[src/rtl/tcch_pkg.sv]
// ----------------------------------------------------------------------------
// tcch_pkg: shared types and constants for the compass heading unit
// Field widths, CORDIC formats, the arctangent table, the controller state
// type and the command and status groups between controller and datapath.
// ----------------------------------------------------------------------------
package tcch_pkg;

  // Field widths of the input and result words.
  localparam int RAW_W  = 11;
  localparam int TILT_W = 8;
  localparam int HEAD_W = 9;
  localparam int COMP_W = 11;

  // Iteration count shared by both CORDIC modes.
  localparam int ITER_STEPS = 16;
  localparam int STEP_W     = 4;

  // Magnitude width of a sum of up to 32 readings.
  localparam int DIV_W = 16;

  // CORDIC datapath: Q4.30 vectors, angles in 1/65536 degree.
  localparam int CORDIC_W  = 34;
  localparam int ANG_W     = 27;
  localparam int DEG_FRAC  = 16;
  localparam int VEC_SHIFT = 20;
  localparam int Q30_FRAC  = 30;

  localparam logic signed [CORDIC_W-1:0] CORDIC_GAIN_Q30 = 34'sd652032874;
  localparam logic signed [CORDIC_W-1:0] ONE_Q30         = 34'sd1073741824;

  localparam logic signed [ANG_W-1:0] ANG_90  = 27'sd5898240;
  localparam logic signed [ANG_W-1:0] ANG_180 = 27'sd11796480;
  localparam logic signed [ANG_W-1:0] ANG_270 = 27'sd17694720;
  localparam logic signed [ANG_W-1:0] ANG_360 = 27'sd23592960;

  // Whole-degree limits used when folding a tilt and clamping a heading.
  localparam logic [TILT_W:0]   DEG_QUARTER = 9'd90;
  localparam logic [TILT_W:0]   DEG_HALF    = 9'd180;
  localparam logic [HEAD_W-1:0] HEAD_MAX    = 9'd359;

  // Controller states.
  typedef enum logic [2:0] {
    S_IDLE,
    S_ITER,
    S_COSF,
    S_MUL,
    S_SAT,
    S_VINIT,
    S_VEC,
    S_FOLD
  } tcch_state_t;

  // Commands from the controller to the datapath.
  typedef struct packed {
    logic              accum;
    logic              load;
    logic              iter;
    logic              cosf;
    logic              mul;
    logic              sat;
    logic              vinit;
    logic              vstep;
    logic              fold;
    logic [STEP_W-1:0] step;
  } tcch_cmd_t;

  // Status from the datapath to the controller.
  typedef struct packed {
    logic vec_zero;
  } tcch_status_t;

  // Arctangent of 2^-i in 1/65536 degree.
  function automatic logic signed [ANG_W-1:0] atan_q16(input logic [STEP_W-1:0] idx);
    logic signed [ANG_W-1:0] val;
    case (idx)
      4'd0:    val = 27'sd2949120;
      4'd1:    val = 27'sd1740967;
      4'd2:    val = 27'sd919879;
      4'd3:    val = 27'sd466945;
      4'd4:    val = 27'sd234379;
      4'd5:    val = 27'sd117304;
      4'd6:    val = 27'sd58666;
      4'd7:    val = 27'sd29335;
      4'd8:    val = 27'sd14668;
      4'd9:    val = 27'sd7334;
      4'd10:   val = 27'sd3667;
      4'd11:   val = 27'sd1833;
      4'd12:   val = 27'sd917;
      4'd13:   val = 27'sd458;
      4'd14:   val = 27'sd229;
      default: val = 27'sd115;
    endcase
    return val;
  endfunction

endpackage

[src/rtl/tcch_if.sv]
// ----------------------------------------------------------------------------
// tcch_if: channel interfaces of the compass heading unit
// One interface for the input words and one for the result words, each
// with valid, ready and the payload fields.
// ----------------------------------------------------------------------------

// Input channel: raw compass readings and tilt averages.
interface tcch_in_if import tcch_pkg::*; ();
  logic                     valid;
  logic                     ready;
  logic        [RAW_W-1:0]  compass_x_raw;
  logic        [RAW_W-1:0]  compass_y_raw;
  logic signed [TILT_W-1:0] tilt_x_deg;
  logic signed [TILT_W-1:0] tilt_y_deg;

  modport source (
    output valid, compass_x_raw, compass_y_raw, tilt_x_deg, tilt_y_deg,
    input  ready
  );
  modport sink (
    input  valid, compass_x_raw, compass_y_raw, tilt_x_deg, tilt_y_deg,
    output ready
  );
endinterface

// Result channel: heading and compensated averages.
interface tcch_out_if import tcch_pkg::*; ();
  logic                     valid;
  logic                     ready;
  logic        [HEAD_W-1:0] heading_deg;
  logic signed [COMP_W-1:0] comp_x_avg;
  logic signed [COMP_W-1:0] comp_y_avg;

  modport source (
    output valid, heading_deg, comp_x_avg, comp_y_avg,
    input  ready
  );
  modport sink (
    input  valid, heading_deg, comp_x_avg, comp_y_avg,
    output ready
  );
endinterface

[src/rtl/tcch_ctrl.sv]
// ----------------------------------------------------------------------------
// tcch_ctrl: sequencer of the compass heading unit
// Counts accumulated words, steps the datapath through divide, cosine,
// multiply and vectoring phases, and owns the result valid flag.
// ----------------------------------------------------------------------------
module tcch_ctrl import tcch_pkg::*; #(
  parameter int SAMPLES_PER_AVERAGE = 8
) (
  input  logic         clk,
  input  logic         rst_n,
  input  logic         in_valid,
  output logic         in_ready,
  output logic         out_valid,
  input  logic         out_ready,
  input  tcch_status_t status,
  output tcch_cmd_t    cmd
);

  localparam int CNT_W = $clog2(SAMPLES_PER_AVERAGE + 1);
  localparam logic [CNT_W-1:0]  CNT_FULL  = CNT_W'(SAMPLES_PER_AVERAGE);
  localparam logic [STEP_W-1:0] LAST_STEP = STEP_W'(ITER_STEPS - 1);

  tcch_state_t       state_r, state_nxt;
  logic [CNT_W-1:0]  count_r, count_nxt;
  logic [STEP_W-1:0] step_r, step_nxt;
  logic              out_valid_r, out_valid_nxt;

  // State, counters and result flag.
  always_ff @(posedge clk) begin
    if (!rst_n) begin
      state_r     <= S_IDLE;
      count_r     <= '0;
      step_r      <= '0;
      out_valid_r <= 1'b0;
    end else begin
      state_r     <= state_nxt;
      count_r     <= count_nxt;
      step_r      <= step_nxt;
      out_valid_r <= out_valid_nxt;
    end
  end

  // Next state and commands.
  always_comb begin
    state_nxt     = state_r;
    count_nxt     = count_r;
    step_nxt      = step_r;
    out_valid_nxt = out_valid_r && !out_ready;
    in_ready      = 1'b0;
    cmd           = '0;
    cmd.step      = step_r;
    unique case (state_r)
      S_IDLE: begin
        in_ready = 1'b1;
        if (in_valid) begin
          if (count_r == CNT_FULL) begin
            // This word closes the period and starts the computation.
            cmd.load  = 1'b1;
            count_nxt = '0;
            step_nxt  = '0;
            state_nxt = S_ITER;
          end else begin
            cmd.accum = 1'b1;
            count_nxt = count_r + CNT_W'(1);
          end
        end
      end
      S_ITER: begin
        cmd.iter = 1'b1;
        step_nxt = step_r + STEP_W'(1);
        if (step_r == LAST_STEP) begin
          state_nxt = S_COSF;
        end
      end
      S_COSF: begin
        cmd.cosf  = 1'b1;
        state_nxt = S_MUL;
      end
      S_MUL: begin
        cmd.mul   = 1'b1;
        state_nxt = S_SAT;
      end
      S_SAT: begin
        cmd.sat   = 1'b1;
        state_nxt = S_VINIT;
      end
      S_VINIT: begin
        cmd.vinit = 1'b1;
        step_nxt  = '0;
        state_nxt = S_VEC;
      end
      S_VEC: begin
        // A zero residual ends the vectoring early.
        if (status.vec_zero) begin
          state_nxt = S_FOLD;
        end else begin
          cmd.vstep = 1'b1;
          step_nxt  = step_r + STEP_W'(1);
          if (step_r == LAST_STEP) begin
            state_nxt = S_FOLD;
          end
        end
      end
      S_FOLD: begin
        // Wait for the result register to be free.
        if (!out_valid_r || out_ready) begin
          cmd.fold      = 1'b1;
          out_valid_nxt = 1'b1;
          state_nxt     = S_IDLE;
        end
      end
      default: begin
        state_nxt = S_IDLE;
      end
    endcase
  end

  assign out_valid = out_valid_r;

endmodule

[src/rtl/tcch_dpath.sv]
// ----------------------------------------------------------------------------
// tcch_dpath: datapath of the compass heading unit
// Two lanes (X and Y) each hold a running sum, a reciprocal-multiply divider
// by the period length, a rotation CORDIC for the tilt cosine and a
// multiplier; a shared vectoring CORDIC turns the compensated pair into a
// heading.
// ----------------------------------------------------------------------------
module tcch_dpath import tcch_pkg::*; #(
  parameter int SAMPLES_PER_AVERAGE = 8,
  parameter int COS_FRAC_BITS       = 14
) (
  input  logic                     clk,
  input  logic                     rst_n,
  input  tcch_cmd_t                cmd,
  input  logic        [RAW_W-1:0]  compass_x_raw,
  input  logic        [RAW_W-1:0]  compass_y_raw,
  input  logic signed [TILT_W-1:0] tilt_x_deg,
  input  logic signed [TILT_W-1:0] tilt_y_deg,
  output tcch_status_t             status,
  output logic        [HEAD_W-1:0] heading_deg,
  output logic signed [COMP_W-1:0] comp_x_avg,
  output logic signed [COMP_W-1:0] comp_y_avg
);

  localparam int SUM_W  = $clog2(SAMPLES_PER_AVERAGE) + RAW_W;
  localparam int COS_W  = COS_FRAC_BITS + 2;
  localparam int PROD_W = COMP_W + COS_W;
  localparam int LANES  = 2;

  // Division by the period length as a multiply by a rounded-up reciprocal;
  // exact for every magnitude below 2^DIV_W.
  localparam int RECIP_SH = DIV_W + $clog2(SAMPLES_PER_AVERAGE);
  localparam int RECIP_W  = DIV_W + 2;
  localparam int QPROD_W  = DIV_W + RECIP_W;
  localparam logic [RECIP_W-1:0] RECIP =
    RECIP_W'(((64'd1 << RECIP_SH) + 64'(SAMPLES_PER_AVERAGE) - 64'd1) /
             64'(SAMPLES_PER_AVERAGE));

  localparam logic signed [CORDIC_W-1:0] ROUND_Q30 =
    CORDIC_W'(64'sd1 <<< (Q30_FRAC - 1 - COS_FRAC_BITS));
  localparam logic signed [COS_W-1:0] COS_ONE = COS_W'(64'sd1 <<< COS_FRAC_BITS);
  localparam logic signed [PROD_W-1:0] TRUNC_BIAS =
    PROD_W'((64'sd1 <<< COS_FRAC_BITS) - 64'sd1);
  localparam logic signed [PROD_W-1:0] COMP_MAX =
    PROD_W'((64'sd1 <<< (COMP_W - 1)) - 64'sd1);
  localparam logic signed [PROD_W-1:0] COMP_MIN = -COMP_MAX - PROD_W'(1);

  // Lane 0 carries X with the Y tilt, lane 1 carries Y with the X tilt.
  logic signed [RAW_W-1:0]    raw_s [LANES];
  logic signed [TILT_W-1:0]   tilt_s [LANES];

  logic signed [SUM_W-1:0]    sum_r [LANES];
  logic                       avg_neg_r [LANES];
  logic        [DIV_W-1:0]    mag_r [LANES];
  logic        [TILT_W-2:0]   cos_a_r [LANES];
  logic                       cos_neg_r [LANES];
  logic signed [CORDIC_W-1:0] rx_r [LANES];
  logic signed [CORDIC_W-1:0] ry_r [LANES];
  logic signed [ANG_W-1:0]    rz_r [LANES];
  logic signed [COS_W-1:0]    cos_r [LANES];
  logic signed [COMP_W-1:0]   avg_r [LANES];
  logic signed [PROD_W-1:0]   prod_r [LANES];
  logic signed [COMP_W-1:0]   comp_r [LANES];

  logic signed [CORDIC_W-1:0] vx_r, vy_r;
  logic signed [ANG_W-1:0]    vz_r;
  logic        [HEAD_W-1:0]   heading_r;
  logic signed [COMP_W-1:0]   comp_x_r, comp_y_r;

  // Lane combinational results.
  logic        [SUM_W-1:0]    mag [LANES];
  logic        [TILT_W-2:0]   fold_a [LANES];
  logic                       fold_neg [LANES];
  logic signed [CORDIC_W-1:0] rx_nxt [LANES];
  logic signed [CORDIC_W-1:0] ry_nxt [LANES];
  logic signed [ANG_W-1:0]    rz_nxt [LANES];
  logic signed [COS_W-1:0]    cos_nxt [LANES];
  logic signed [COMP_W-1:0]   avg_nxt [LANES];
  logic signed [COMP_W-1:0]   comp_nxt [LANES];

  // Vectoring combinational results.
  logic signed [CORDIC_W-1:0] vx_init, vy_init, vx_step, vy_step;
  logic signed [ANG_W-1:0]    vz_init, vz_step;
  logic        [HEAD_W-1:0]   heading_nxt;
  logic signed [ANG_W-1:0]    atan_cur;

  assign raw_s[0]  = $signed(compass_x_raw);
  assign raw_s[1]  = $signed(compass_y_raw);
  assign tilt_s[0] = tilt_y_deg;
  assign tilt_s[1] = tilt_x_deg;
  assign atan_cur  = atan_q16(cmd.step);

  // Per-lane load, divide, cosine and saturation logic.
  always_comb begin
    logic signed [TILT_W:0]     t_ext;
    logic        [TILT_W:0]     t_abs;
    logic signed [CORDIC_W-1:0] xs, ys, xc, rnd;
    logic signed [COS_W-1:0]    c_mag;
    logic        [QPROD_W-1:0]  qprod;
    logic        [COMP_W-1:0]   q;
    logic signed [PROD_W-1:0]   trunc;
    for (int l = 0; l < LANES; l++) begin
      // Magnitude of the sum for the divider.
      mag[l] = sum_r[l][SUM_W-1] ? SUM_W'(-sum_r[l]) : SUM_W'(sum_r[l]);

      // Fold the tilt into 0..90 degrees.
      t_ext = {tilt_s[l][TILT_W-1], tilt_s[l]};
      t_abs = t_ext[TILT_W] ? (TILT_W+1)'(-t_ext) : (TILT_W+1)'(t_ext);
      if (t_abs > DEG_QUARTER) begin
        fold_a[l]   = (TILT_W-1)'(DEG_HALF - t_abs);
        fold_neg[l] = 1'b1;
      end else begin
        fold_a[l]   = (TILT_W-1)'(t_abs);
        fold_neg[l] = 1'b0;
      end

      // One rotation CORDIC step toward the residual angle.
      xs = ry_r[l] >>> cmd.step;
      ys = rx_r[l] >>> cmd.step;
      if (!rz_r[l][ANG_W-1]) begin
        rx_nxt[l] = rx_r[l] - xs;
        ry_nxt[l] = ry_r[l] + ys;
        rz_nxt[l] = rz_r[l] - atan_cur;
      end else begin
        rx_nxt[l] = rx_r[l] + xs;
        ry_nxt[l] = ry_r[l] - ys;
        rz_nxt[l] = rz_r[l] + atan_cur;
      end

      // Clamp and round the cosine, with exact values at 0 and 90 degrees.
      if (rx_r[l][CORDIC_W-1]) begin
        xc = '0;
      end else if (rx_r[l] > ONE_Q30) begin
        xc = ONE_Q30;
      end else begin
        xc = rx_r[l];
      end
      rnd = (xc + ROUND_Q30) >>> (Q30_FRAC - COS_FRAC_BITS);
      if (cos_a_r[l] == '0) begin
        c_mag = COS_ONE;
      end else if ({1'b0, cos_a_r[l]} == (TILT_W)'(DEG_QUARTER)) begin
        c_mag = '0;
      end else begin
        c_mag = COS_W'(rnd);
      end
      cos_nxt[l] = cos_neg_r[l] ? -c_mag : c_mag;

      // Divide the magnitude by the period length and apply the sign.
      qprod      = QPROD_W'(mag_r[l]) * QPROD_W'(RECIP);
      q          = COMP_W'(qprod >> RECIP_SH);
      avg_nxt[l] = avg_neg_r[l] ? $signed(-q) : $signed(q);

      // Divide by the cosine scale toward zero and saturate.
      if (prod_r[l][PROD_W-1]) begin
        trunc = (prod_r[l] + TRUNC_BIAS) >>> COS_FRAC_BITS;
      end else begin
        trunc = prod_r[l] >>> COS_FRAC_BITS;
      end
      if (trunc > COMP_MAX) begin
        comp_nxt[l] = COMP_W'(COMP_MAX);
      end else if (trunc < COMP_MIN) begin
        comp_nxt[l] = COMP_W'(COMP_MIN);
      end else begin
        comp_nxt[l] = COMP_W'(trunc);
      end
    end
  end

  // Vectoring setup, one vectoring step and the final angle fold.
  always_comb begin
    logic signed [COMP_W:0]     hx, hy;
    logic signed [CORDIC_W-1:0] xs, ys;
    logic signed [ANG_W-1:0]    z;
    logic        [HEAD_W-1:0]   h;
    hx = {comp_r[0][COMP_W-1], comp_r[0]};
    hy = -{comp_r[1][COMP_W-1], comp_r[1]};
    vx_init = '0;
    vy_init = '0;
    if (hy == '0) begin
      // On the X axis the heading is 0 or 180 degrees.
      vz_init = hx[COMP_W] ? ANG_180 : '0;
    end else if (hx == '0) begin
      // On the Y axis the heading is 90 or 270 degrees.
      vz_init = hy[COMP_W] ? ANG_270 : ANG_90;
    end else if (hx[COMP_W]) begin
      vx_init = CORDIC_W'(-hx) <<< VEC_SHIFT;
      vy_init = CORDIC_W'(-hy) <<< VEC_SHIFT;
      vz_init = ANG_180;
    end else begin
      vx_init = CORDIC_W'(hx) <<< VEC_SHIFT;
      vy_init = CORDIC_W'(hy) <<< VEC_SHIFT;
      vz_init = '0;
    end

    // Rotate the vector toward the X axis.
    xs = vy_r >>> cmd.step;
    ys = vx_r >>> cmd.step;
    if (vy_r > 0) begin
      vx_step = vx_r + xs;
      vy_step = vy_r - ys;
      vz_step = vz_r + atan_cur;
    end else if (vy_r < 0) begin
      vx_step = vx_r - xs;
      vy_step = vy_r + ys;
      vz_step = vz_r - atan_cur;
    end else begin
      vx_step = vx_r;
      vy_step = vy_r;
      vz_step = vz_r;
    end

    // Fold into one turn and keep whole degrees.
    z = vz_r;
    if (z < 0) begin
      z = z + ANG_360;
    end
    if (z >= ANG_360) begin
      z = z - ANG_360;
    end
    if (z < 0) begin
      z = '0;
    end
    h = z[DEG_FRAC+HEAD_W-1:DEG_FRAC];
    heading_nxt = (h > HEAD_MAX) ? HEAD_MAX : h;
  end

  // Running sums: state cleared by reset and at the end of each period.
  always_ff @(posedge clk) begin
    if (!rst_n) begin
      for (int l = 0; l < LANES; l++) begin
        sum_r[l] <= '0;
      end
    end else begin
      for (int l = 0; l < LANES; l++) begin
        if (cmd.load) begin
          sum_r[l] <= '0;
        end else if (cmd.accum) begin
          sum_r[l] <= sum_r[l] + SUM_W'(raw_s[l]);
        end
      end
    end
  end

  // Lane working registers.
  always_ff @(posedge clk) begin
    for (int l = 0; l < LANES; l++) begin
      if (cmd.load) begin
        avg_neg_r[l] <= sum_r[l][SUM_W-1];
        mag_r[l]     <= DIV_W'(mag[l]);
        cos_a_r[l]   <= fold_a[l];
        cos_neg_r[l] <= fold_neg[l];
        rx_r[l]      <= CORDIC_GAIN_Q30;
        ry_r[l]      <= '0;
        rz_r[l]      <= ANG_W'({fold_a[l], {DEG_FRAC{1'b0}}});
      end else if (cmd.iter) begin
        rx_r[l]  <= rx_nxt[l];
        ry_r[l]  <= ry_nxt[l];
        rz_r[l]  <= rz_nxt[l];
      end
      if (cmd.cosf) begin
        cos_r[l] <= cos_nxt[l];
        avg_r[l] <= avg_nxt[l];
      end
      if (cmd.mul) begin
        prod_r[l] <= PROD_W'(avg_r[l]) * PROD_W'(cos_r[l]);
      end
      if (cmd.sat) begin
        comp_r[l] <= comp_nxt[l];
      end
    end
  end

  // Vectoring registers and the result word.
  always_ff @(posedge clk) begin
    if (cmd.vinit) begin
      vx_r <= vx_init;
      vy_r <= vy_init;
      vz_r <= vz_init;
    end else if (cmd.vstep) begin
      vx_r <= vx_step;
      vy_r <= vy_step;
      vz_r <= vz_step;
    end
    if (cmd.fold) begin
      heading_r <= heading_nxt;
      comp_x_r  <= comp_r[0];
      comp_y_r  <= comp_r[1];
    end
  end

  assign status.vec_zero = (vy_r == '0);
  assign heading_deg     = heading_r;
  assign comp_x_avg      = comp_x_r;
  assign comp_y_avg      = comp_y_r;

endmodule

[src/rtl/tilt_compensated_compass_heading_unit.sv]
// ----------------------------------------------------------------------------
// tilt_compensated_compass_heading_unit: averaged, tilt-compensated heading
// Averages compass readings over a period, compensates them with the tilt
// cosines and reports the heading in whole degrees.
// ----------------------------------------------------------------------------
// Usage:
// The input channel carries one word per compass sample: raw 11-bit X and Y
// readings and two tilt averages in degrees. The first SAMPLES_PER_AVERAGE
// words of a period are summed and produce nothing, and they may arrive back
// to back. The next word closes the period: its compass
// readings are dropped, its tilt fields are used, and it starts the
// computation. The result word on the output channel holds the heading
// (0 to 359) and the two compensated averages.
// After acceptance a closing word runs through the cosine rotation loop,
// then cosine rounding with the averaging division, multiply, saturation
// and vectoring setup, then the vectoring loop (which ends early when the
// residual reaches zero), and last its result is registered. The input is
// not ready during that time.
// The result sits in an output register. A stalled receiver does not hold up
// summing of the next period; only the end of the next computation waits
// for the register to be emptied.
// Reset (rst_n low, synchronous) clears the sums, the sample count, the
// sequencer and the result valid flag.
// ----------------------------------------------------------------------------
module tilt_compensated_compass_heading_unit import tcch_pkg::*; #(
  parameter int SAMPLES_PER_AVERAGE = 8,
  parameter int COS_FRAC_BITS       = 14
) (
  input logic        clk,
  input logic        rst_n,
  tcch_in_if.sink    in_ch,
  tcch_out_if.source out_ch
);

  tcch_cmd_t    cmd;
  tcch_status_t status;

  // Sequencer.
  tcch_ctrl #(
    .SAMPLES_PER_AVERAGE (SAMPLES_PER_AVERAGE)
  ) u_ctrl (
    .clk       (clk),
    .rst_n     (rst_n),
    .in_valid  (in_ch.valid),
    .in_ready  (in_ch.ready),
    .out_valid (out_ch.valid),
    .out_ready (out_ch.ready),
    .status    (status),
    .cmd       (cmd)
  );

  // Arithmetic.
  tcch_dpath #(
    .SAMPLES_PER_AVERAGE (SAMPLES_PER_AVERAGE),
    .COS_FRAC_BITS       (COS_FRAC_BITS)
  ) u_dpath (
    .clk           (clk),
    .rst_n         (rst_n),
    .cmd           (cmd),
    .compass_x_raw (in_ch.compass_x_raw),
    .compass_y_raw (in_ch.compass_y_raw),
    .tilt_x_deg    (in_ch.tilt_x_deg),
    .tilt_y_deg    (in_ch.tilt_y_deg),
    .status        (status),
    .heading_deg   (out_ch.heading_deg),
    .comp_x_avg    (out_ch.comp_x_avg),
    .comp_y_avg    (out_ch.comp_y_avg)
  );

  // At most one datapath command is active in any cycle.
  a_one_cmd: assert property (@(posedge clk) disable iff (!rst_n)
    $onehot0({cmd.accum, cmd.load, cmd.iter, cmd.cosf, cmd.mul, cmd.sat,
              cmd.vinit, cmd.vstep, cmd.fold}))
    else $error("more than one datapath command active");

  // A closing word blocks further input while the computation runs.
  a_busy_after_load: assert property (@(posedge clk) disable iff (!rst_n)
    cmd.load |=> !in_ch.ready)
    else $error("input ready during computation");

  // Registering a result always presents it on the output channel.
  a_fold_valid: assert property (@(posedge clk) disable iff (!rst_n)
    cmd.fold |=> out_ch.valid)
    else $error("result registered but not presented");

endmodule
[src/flat_wrapper.sv]
// flat-port wrapper written by rule: the top's interface ports become plain ports
module tilt_compensated_compass_heading_unit_flat import tcch_pkg::*;
#(
  parameter int SAMPLES_PER_AVERAGE = 8,
  parameter int COS_FRAC_BITS       = 14
)
  (clk, rst_n, in_ch_valid, in_ch_compass_x_raw, in_ch_compass_y_raw, in_ch_tilt_x_deg, in_ch_tilt_y_deg, in_ch_ready, out_ch_valid, out_ch_heading_deg, out_ch_comp_x_avg, out_ch_comp_y_avg, out_ch_ready);
  tcch_in_if in_ch_i ();
  tcch_out_if out_ch_i ();
  input logic clk;
  input logic rst_n;
  input wire logic [$bits(in_ch_i.valid)-1:0] in_ch_valid;
  input wire logic [$bits(in_ch_i.compass_x_raw)-1:0] in_ch_compass_x_raw;
  input wire logic [$bits(in_ch_i.compass_y_raw)-1:0] in_ch_compass_y_raw;
  input wire logic [$bits(in_ch_i.tilt_x_deg)-1:0] in_ch_tilt_x_deg;
  input wire logic [$bits(in_ch_i.tilt_y_deg)-1:0] in_ch_tilt_y_deg;
  output wire logic [$bits(in_ch_i.ready)-1:0] in_ch_ready;
  output wire logic [$bits(out_ch_i.valid)-1:0] out_ch_valid;
  output wire logic [$bits(out_ch_i.heading_deg)-1:0] out_ch_heading_deg;
  output wire logic [$bits(out_ch_i.comp_x_avg)-1:0] out_ch_comp_x_avg;
  output wire logic [$bits(out_ch_i.comp_y_avg)-1:0] out_ch_comp_y_avg;
  input wire logic [$bits(out_ch_i.ready)-1:0] out_ch_ready;
  assign in_ch_i.valid = in_ch_valid;
  assign in_ch_i.compass_x_raw = in_ch_compass_x_raw;
  assign in_ch_i.compass_y_raw = in_ch_compass_y_raw;
  assign in_ch_i.tilt_x_deg = in_ch_tilt_x_deg;
  assign in_ch_i.tilt_y_deg = in_ch_tilt_y_deg;
  assign in_ch_ready = in_ch_i.ready;
  assign out_ch_valid = out_ch_i.valid;
  assign out_ch_heading_deg = out_ch_i.heading_deg;
  assign out_ch_comp_x_avg = out_ch_i.comp_x_avg;
  assign out_ch_comp_y_avg = out_ch_i.comp_y_avg;
  assign out_ch_i.ready = out_ch_ready;
  tilt_compensated_compass_heading_unit #(.SAMPLES_PER_AVERAGE(SAMPLES_PER_AVERAGE), .COS_FRAC_BITS(COS_FRAC_BITS)) u_core (.clk(clk), .rst_n(rst_n), .in_ch(in_ch_i), .out_ch(out_ch_i));
endmodule
[config.mk]
export PLATFORM = sky130hd
export DESIGN_NAME = tilt_compensated_compass_heading_unit_flat
export DESIGN_NICKNAME = d
export VERILOG_FILES = /design/src/rtl/tcch_pkg.sv /design/src/rtl/tcch_if.sv /design/src/rtl/tcch_ctrl.sv /design/src/rtl/tcch_dpath.sv /design/src/rtl/tilt_compensated_compass_heading_unit.sv /design/src/flat_wrapper.sv
export SDC_FILE = /design/constraint.sdc
export NUM_CORES = 2
export LEC_CHECK = 0
export ABC_AREA = 0
export BUFFER_PORTS_ARGS = -buffer_cell sky130_fd_sc_hd__buf_2
export CORE_MARGIN = 1
export CORE_UTILIZATION = 25
export CTS_BUF_LIST = sky130_fd_sc_hd__clkbuf_16
export DETAILED_ROUTE_END_ITERATION = 10
export GPL_ROUTABILITY_DRIVEN = 1
export PLACE_DENSITY = 0.38
export SKIP_CTS_REPAIR_TIMING = 1
export SYNTH_ARGS = -nofsm -noshare
export SYNTH_HDL_FRONTEND = slang
export SYNTH_SLANG_ARGS = --single-unit
[constraint.sdc]
create_clock -name clk -period 16.4 [get_ports clk]
set_input_delay 2.46 -clock clk [delete_from_list [all_inputs] [get_ports clk]]
set_output_delay 2.46 -clock clk [all_outputs]
set_load 0.005 [all_outputs]
; ---- Word-level counts from Yosys, hierarchy flattened
; Memory sizes are Yosys's and may differ from the RTL's. A register that Yosys moved wholly into a read port is not among the register bits.
; Cells that the tools add are included.
[word_totals]
elab_cells = 245
n_memories = 13
reg_bits = 138
romBits = 352
out_inout_bits = 33
ram_bits = 394
inputBits = 42
[op_classes]
n_eq_ne = 17
bitwise_logic = 10
magnitude_cmp = 14
reduce_logical = 17
addsub = 41
n_mul = 2
muxes = 115
shifts = 6
[mem_list]
columns = memory, depth, word_bits, rd, rd_clocked_by_memory_dff, wr, line
row1 = (no name shown), 16, 22, 1, 1, 0, tcch_pkg.sv:75  ; case (idx)
row2 = u_core.u_dpath.rx_r, 2, 34, 2, 0, 2, tcch_dpath.sv:57  ; logic signed [CORDIC_W-1:0] rx_r [LANES];
row3 = u_core.u_dpath.ry_r, 2, 34, 2, 0, 2, tcch_dpath.sv:58  ; logic signed [CORDIC_W-1:0] ry_r [LANES];
row4 = u_core.u_dpath.prod_r, 2, 27, 2, 0, 2, tcch_dpath.sv:62  ; logic signed [PROD_W-1:0] prod_r [LANES];
row5 = u_core.u_dpath.rz_r, 2, 27, 2, 0, 2, tcch_dpath.sv:59  ; logic signed [ANG_W-1:0] rz_r [LANES];
row6 = u_core.u_dpath.cos_r, 2, 16, 2, 0, 2, tcch_dpath.sv:60  ; logic signed [COS_W-1:0] cos_r [LANES];
row7 = +7 memories, n/a, n/a, n/a, n/a, n/a, n/a
[ops]
columns = cell, count
row1 = 2-to-1 mux 34 bit, 22
row2 = 2-to-1 mux 27 bit, 12
row3 = adder 34 bit, 6
row4 = >>> shifter 34 x 4 -> 34 bit, 6
row5 = subtractor 34 bit, 6
row6 = 2-to-1 mux 32 bit, 4
row7 = 2-to-1 mux 25 bit, 4
row8 = 2-to-1 mux 16 bit, 6
row9 = 2-to-1 mux 14 bit, 6
row10 = adder 27 bit, 3
row11 = subtractor 27 bit, 3
row12 = "greater-than comparator 34 x 32 -> 1 bit, second input constant", 2
row13 = 2-to-1 mux 11 bit, 6
row14 = "adder 32 x 17 -> 32 bit, second input constant", 2
row15 = "adder 27 x 15 -> 27 bit, second input constant", 2
row16 = "greater-than comparator 27 x 11 -> 1 bit, second input constant", 2
row17 = "< comparator 27 x 1 -> 1 bit, second input constant", 2
row18 = "< comparator 27 x 11 -> 1 bit, second input constant", 2
row19 = multiplier 11 x 16 -> 27 bit, 2
row20 = "greater-than comparator 34 x 1 -> 1 bit, second input constant", 1
row21 = logical NOT 34 bit, 1
row22 = "< comparator 34 x 1 -> 1 bit, second input constant", 1
row23 = 2-to-1 mux 1 bit, 34
row24 = negator 16 bit, 2
row25 = other kinds (42), 85

; ---- Logic depth before layout (Yosys ltp)
[depth]
word_depth = 9
mapped_depth = 30
ltp_nobuf = 23

; ---- Cells and area by module
; From an unflattened synthesis, not the netlist that was laid out.
[hier_totals]
cells_unflattened = 7013
hier_area_um2 = 64982.3
[modules_own_cells]
columns = mod, cells_each, area_each_um2, seq_area_each_um2, n_inst
row1 = tcch_dpath, 6913, 64104.0, 15434.8, 1
row2 = tcch_ctrl, 100, 878.3, 240.2, 1

; ---- Worst setup path before layout
; OpenSTA, ideal clock, no wires.
[synth_path]
kind = in2reg
startpoint = input port in_ch_valid
endpoint = memory u_core.u_dpath.rx_r[0][0] (enable)
path_buffers = 1
setup_time_ps = 1005
slack_ps = -755
path_stages = 3
arrival_ps = 16150
required_time_ps = 15395
cell_sequence = buf_1 > nand2_1 > o21ai_0
[synth_rtl]
columns = item, line
row1 = from (decl), flat_wrapper.sv:12  ; input wire logic [$bits(in_ch_i.valid)-1:0] in_ch_valid;
row2 = to (decl), tcch_dpath.sv:57

==> metrics.txt <==
outcome=completed; delay of the slowest cell on the worst path=0.94 ns; cell type with the highest occurrence count on the critical path=sky130_fd_sc_hd__a21o_1; number of detailed-route iterations in the first pass=5; number of synthesized register bits=548; area added between synthesis and finish=9.82%; timing endpoint of the critical path=u_core.u_dpath.rx_r[1][33]$_SDFFCE_PN0P_; drt initial violations=3,755; share of total power in combinational logic=35.3%; Buf/Inv on CP=2; routed wire length on met2=101,000 µm; WP data required=16.89 ns; Sink Count=548; share of layout cells above drive strength 1=8.59%; leading area contributor after synthesis=sky130_fd_sc_hd__edfxtp_1; Post-Syn Area=66,200 µm²; FF/Latch Area=16,100 µm²; most frequent cells after synthesis=sky130_fd_sc_hd__nand2_1, sky130_fd_sc_hd__nor2_1, sky130_fd_sc_hd__inv_1; post-layout minimum cycle time=7.87 ns; Clock Pin Slew Worst Setup and Hold Paths=0.08 ns; Area contributors post-synth=sky130_fd_sc_hd__edfxtp_1, sky130_fd_sc_hd__fa_1, sky130_fd_sc_hd__ha_1, sky130_fd_sc_hd__mux4_2, sky130_fd_sc_hd__xnor2_1; first-pass GRT wire length=342,000 µm; Worst EP arrival=8.36 ns; leading cell type by number of instances after synthesis=sky130_fd_sc_hd__nand2_1; TritonCTS clock tree=yes; FFs w/ async S/R, synth=0%; final number of setup-violating endpoints=0; global placement routability congestion=0.871; H-Tree Depth=3; Max-Cap Viols=0; compound-gate portion of the synthesized area=15.5%; combinational family with the most area after synthesis=adder cells; placeable core area=263,000 µm²; Setup TNS Final=0 ns; detailed-route via count=54,200; sequential share of the synthesized area=24.3%; maximum fanout along the worst path=61; count of mapped cells out of synthesis=7,279; kind of start point of the critical path=register; Sw Ratio=36.5%; starting density of the core=25.2%; Hold WC Path Type=reg2reg; total internal power=3.58 mW; Std-Cell Rows=188; highest achievable clock rate=127 MHz; post-synthesis share of cell area spent on and, or, nand and nor gates=17.0%; number of buffers inserted during clock tree synthesis=79; Max clock buf depth=3; number of unique standard cell types used by synthesis=119; RSZ-0062 raised after global routing=false; series of cell instances along the critical path=buf_4 -> buf_4 -> mux4_2 -> mux2_2 -> a222oi_1 -> ha_1 -> and3_1 -> and3_1 -> nor2b_1 -> a31oi_1 -> xnor2_1 -> ha_1 -> a21o_1 -> a21o_1 -> a21o_1 -> a2bb2oi_1 -> a21boi_0 -> o21ba_2 -> a21oi_1 -> a31oi_1 -> xnor2_1 -> nor2_1; Worst Max-Slew Pin Slew=1.29 ns; Synth warnings=0; clock root cell=sky130_fd_sc_hd__clkbuf_16; worst slew margin relative to its limit=13.2%; remaining global-route overflow=0; launch point of the critical path=u_core.u_ctrl.step_r[1]$_SDFFE_PN0P_; Adder-Cell Fraction of Synth Area=18.6%; via/cell ratio=5.05; fraction of the cycle the final worst path needs=48.0%; Worst Path Class, Setup=reg2reg; number of routed nets with antenna violations=0; maximum number of pins on one net before global-route repair=127; endpoint type of the worst setup path=register; met3 WL post-DR=9790 µm; area of the multi-input gates=46,400 µm²; number of hold-slack violations in the final timing report=0; buffers added on ports=74; areal power density over the cells=77.6 nW/µm²; Setup Skew=0.0351 ns; portion of netlist area occupied by mux cells=9.91%; horizontal die dimension=517 µm; full die area=267,000 µm²; Total GRT Usage=16.6%; xor/xnor cell area share of the yosys netlist=8.89%; post-synthesis average cell area=9.10 µm²; Top Family by Delay on Critical Path=compound AO/OA/AOI/OAI gates; most used flip-flop cell after synthesis=sky130_fd_sc_hd__edfxtp_1; capturing point of the worst reg2reg path=u_core.u_dpath.rx_r[1][33]$_SDFFCE_PN0P_; sequential share of power=31.8%; vertical die dimension=517 µm; vias in the first global route=54,300; Post-Synthesis Net Count=8,104; number of top-level pins=75; portion of total power attributed to the clock network=32.9%; Post-Route Hold Slack=0.496 ns; maximum resistive drop on vdd=0.0877 mV; reg-to-reg critical path startpoint=u_core.u_ctrl.step_r[1]$_SDFFE_PN0P_; share of the synthesized area in the top cell type=23.3%; max-slew violation count=0; wire length per cell=20.8 µm; initial antenna violation count=13; sum of routed wire segments on met1=108,000 µm; highest routed metal layer=met4; drt drc=0; total detailed-routing wirelength=224,000 µm; slowest library cell on the worst path=sky130_fd_sc_hd__dfxtp_4; Post-DP HPWL=171,000 µm; NetSw=2.06 mW; instance count on the critical path=22; fill count=28,300; depth of the worst register-to-register path=22; flop2flop setup slack=8.53 ns; Clk Latency, worst-skew pair=0.74 ns; final layout net count=7,986; number of enable-type register cells in the synthesized netlist=514; leakage dissipation=28.5 nW
[power groups by stage]
stage / clock (mW) / sequential, mW / combinational, mW
after detailed placement: 0 / 1.82 / 2.00
after CTS: 1.93 / 1.79 / 2.01
after floorplan: 0 / 1.77 / 1.55
after global placement: 0 / 1.82 / 2.00
final: 1.85 / 1.79 / 1.99
after global routing: 1.96 / 1.80 / 2.25
[worst min path at each step]
stage / end / cells after the start / start
after global placement: u_core.u_ctrl.count_r[3]$_SDFFE_PN0P_ / 1 / u_core.u_ctrl.count_r[3]$_SDFFE_PN0P_
final: u_core.u_ctrl.count_r[3]$_SDFFE_PN0P_ / 1 / u_core.u_ctrl.count_r[3]$_SDFFE_PN0P_
after global routing: u_core.u_ctrl.count_r[1]$_SDFFE_PN0P_ / 2 / u_core.u_ctrl.count_r[1]$_SDFFE_PN0P_
after floorplan: u_core.u_dpath.comp_y_avg[3]$_DFFE_PP_ / 0 / u_core.u_dpath.comp_r[0][14]$_SDFFCE_PN1P_
after detailed placement: u_core.u_ctrl.count_r[3]$_SDFFE_PN0P_ / 1 / u_core.u_ctrl.count_r[3]$_SDFFE_PN0P_
after CTS: u_core.u_ctrl.count_r[3]$_SDFFE_PN0P_ / 1 / u_core.u_ctrl.count_r[3]$_SDFFE_PN0P_
[cells in the final DEF, fill, tap and decap left out, drive strengths merged, types with 82 or more instances in the layout]
cell,n
nand2,673
nor2,650
inv,605
edfxtp,514
ha,448
a21oi,409
o21ai,393
xnor2,382
fa,335
xor2,290
and2,218
mux4,177
mux2i,160
nor3,138
buf,134
a21o,133
nand3,114
nand2b,92
and3,88
mux2,84
o21a,82
clkbuf,82
[state kept, by name (all words and copies together), names as in the netlist, 3 cells and up]
register,count
u_core.u_dpath.atan_cur,22
u_core.u_ctrl.state_r,3
u_core.u_dpath.cos_r,32
u_core.u_dpath.vx_r,34
u_core.u_dpath.comp_x_avg,11
u_core.u_ctrl.count_r,4
u_core.u_ctrl.step_r,4
u_core.u_dpath.heading_deg,9
u_core.u_dpath.vz_r,27
u_core.u_dpath.avg_r,22
u_core.u_dpath.ry_r,68
u_core.u_dpath.mag_r,22
u_core.u_dpath.cos_a_r,14
u_core.u_dpath.sum_r,28
u_core.u_dpath.prod_r,54
u_core.u_dpath.vy_r,34
u_core.u_dpath.comp_r,22
u_core.u_dpath.comp_y_avg,11
u_core.u_dpath.rz_r,54
u_core.u_dpath.rx_r,68
[stage by stage]
| step | util [%] | cell area, µm² | worst slack [ns] | std cells | power (mW) |
|---|---|---|---|---|---|
| 6_report | 27.7 | 72700 | 8.53 | 10700 | 5.64 |
| 5_1_grt | 27.7 | 72700 | 7.99 | 10700 | 6.01 |
| 4_1_cts | 27.7 | 72700 | 8.55 | 10700 | 5.74 |
| 3_5_place_dp | 26.6 | 70000 | 8.56 | 10600 | 3.82 |
| 3_3_place_gp | 26.6 | 70000 | 8.59 | 10600 | 3.82 |
| 2_1_floorplan | - | 66200 | 4.38 | 7279 | 3.32 |
[metal layers]
metal	vias up	track usage, %
met4	0	4.06
met3	210	1.88
met5	-	0
met1	27000	23.5
li1	25800	-
met2	1235	26.9
[area by class of cell]
cell class | instances | share of cell area, %
flip-flops and latches | 548 | 22.2
well taps | 3515 | 6.05
repair buffers | 134 | 1.15
clock buffers | 82 | 2.82
diodes | 2 | 0.00688
clock inverters | 64 | 0.915
multi-input cells | 5802 | 63.8
inverters | 596 | 3.08
[kinds of logic after synthesis]
family | after synthesis
AND/OR/NAND/NOR | 2325
AO/OA/AOI/OAI | 1601
buffers and inverters | 929
adder cells (fa/ha/maj) | 783
XOR/XNOR | 672
flip-flops | 548
multiplexers | 421
No activity file was read; power rests on OpenSTA's default activity.
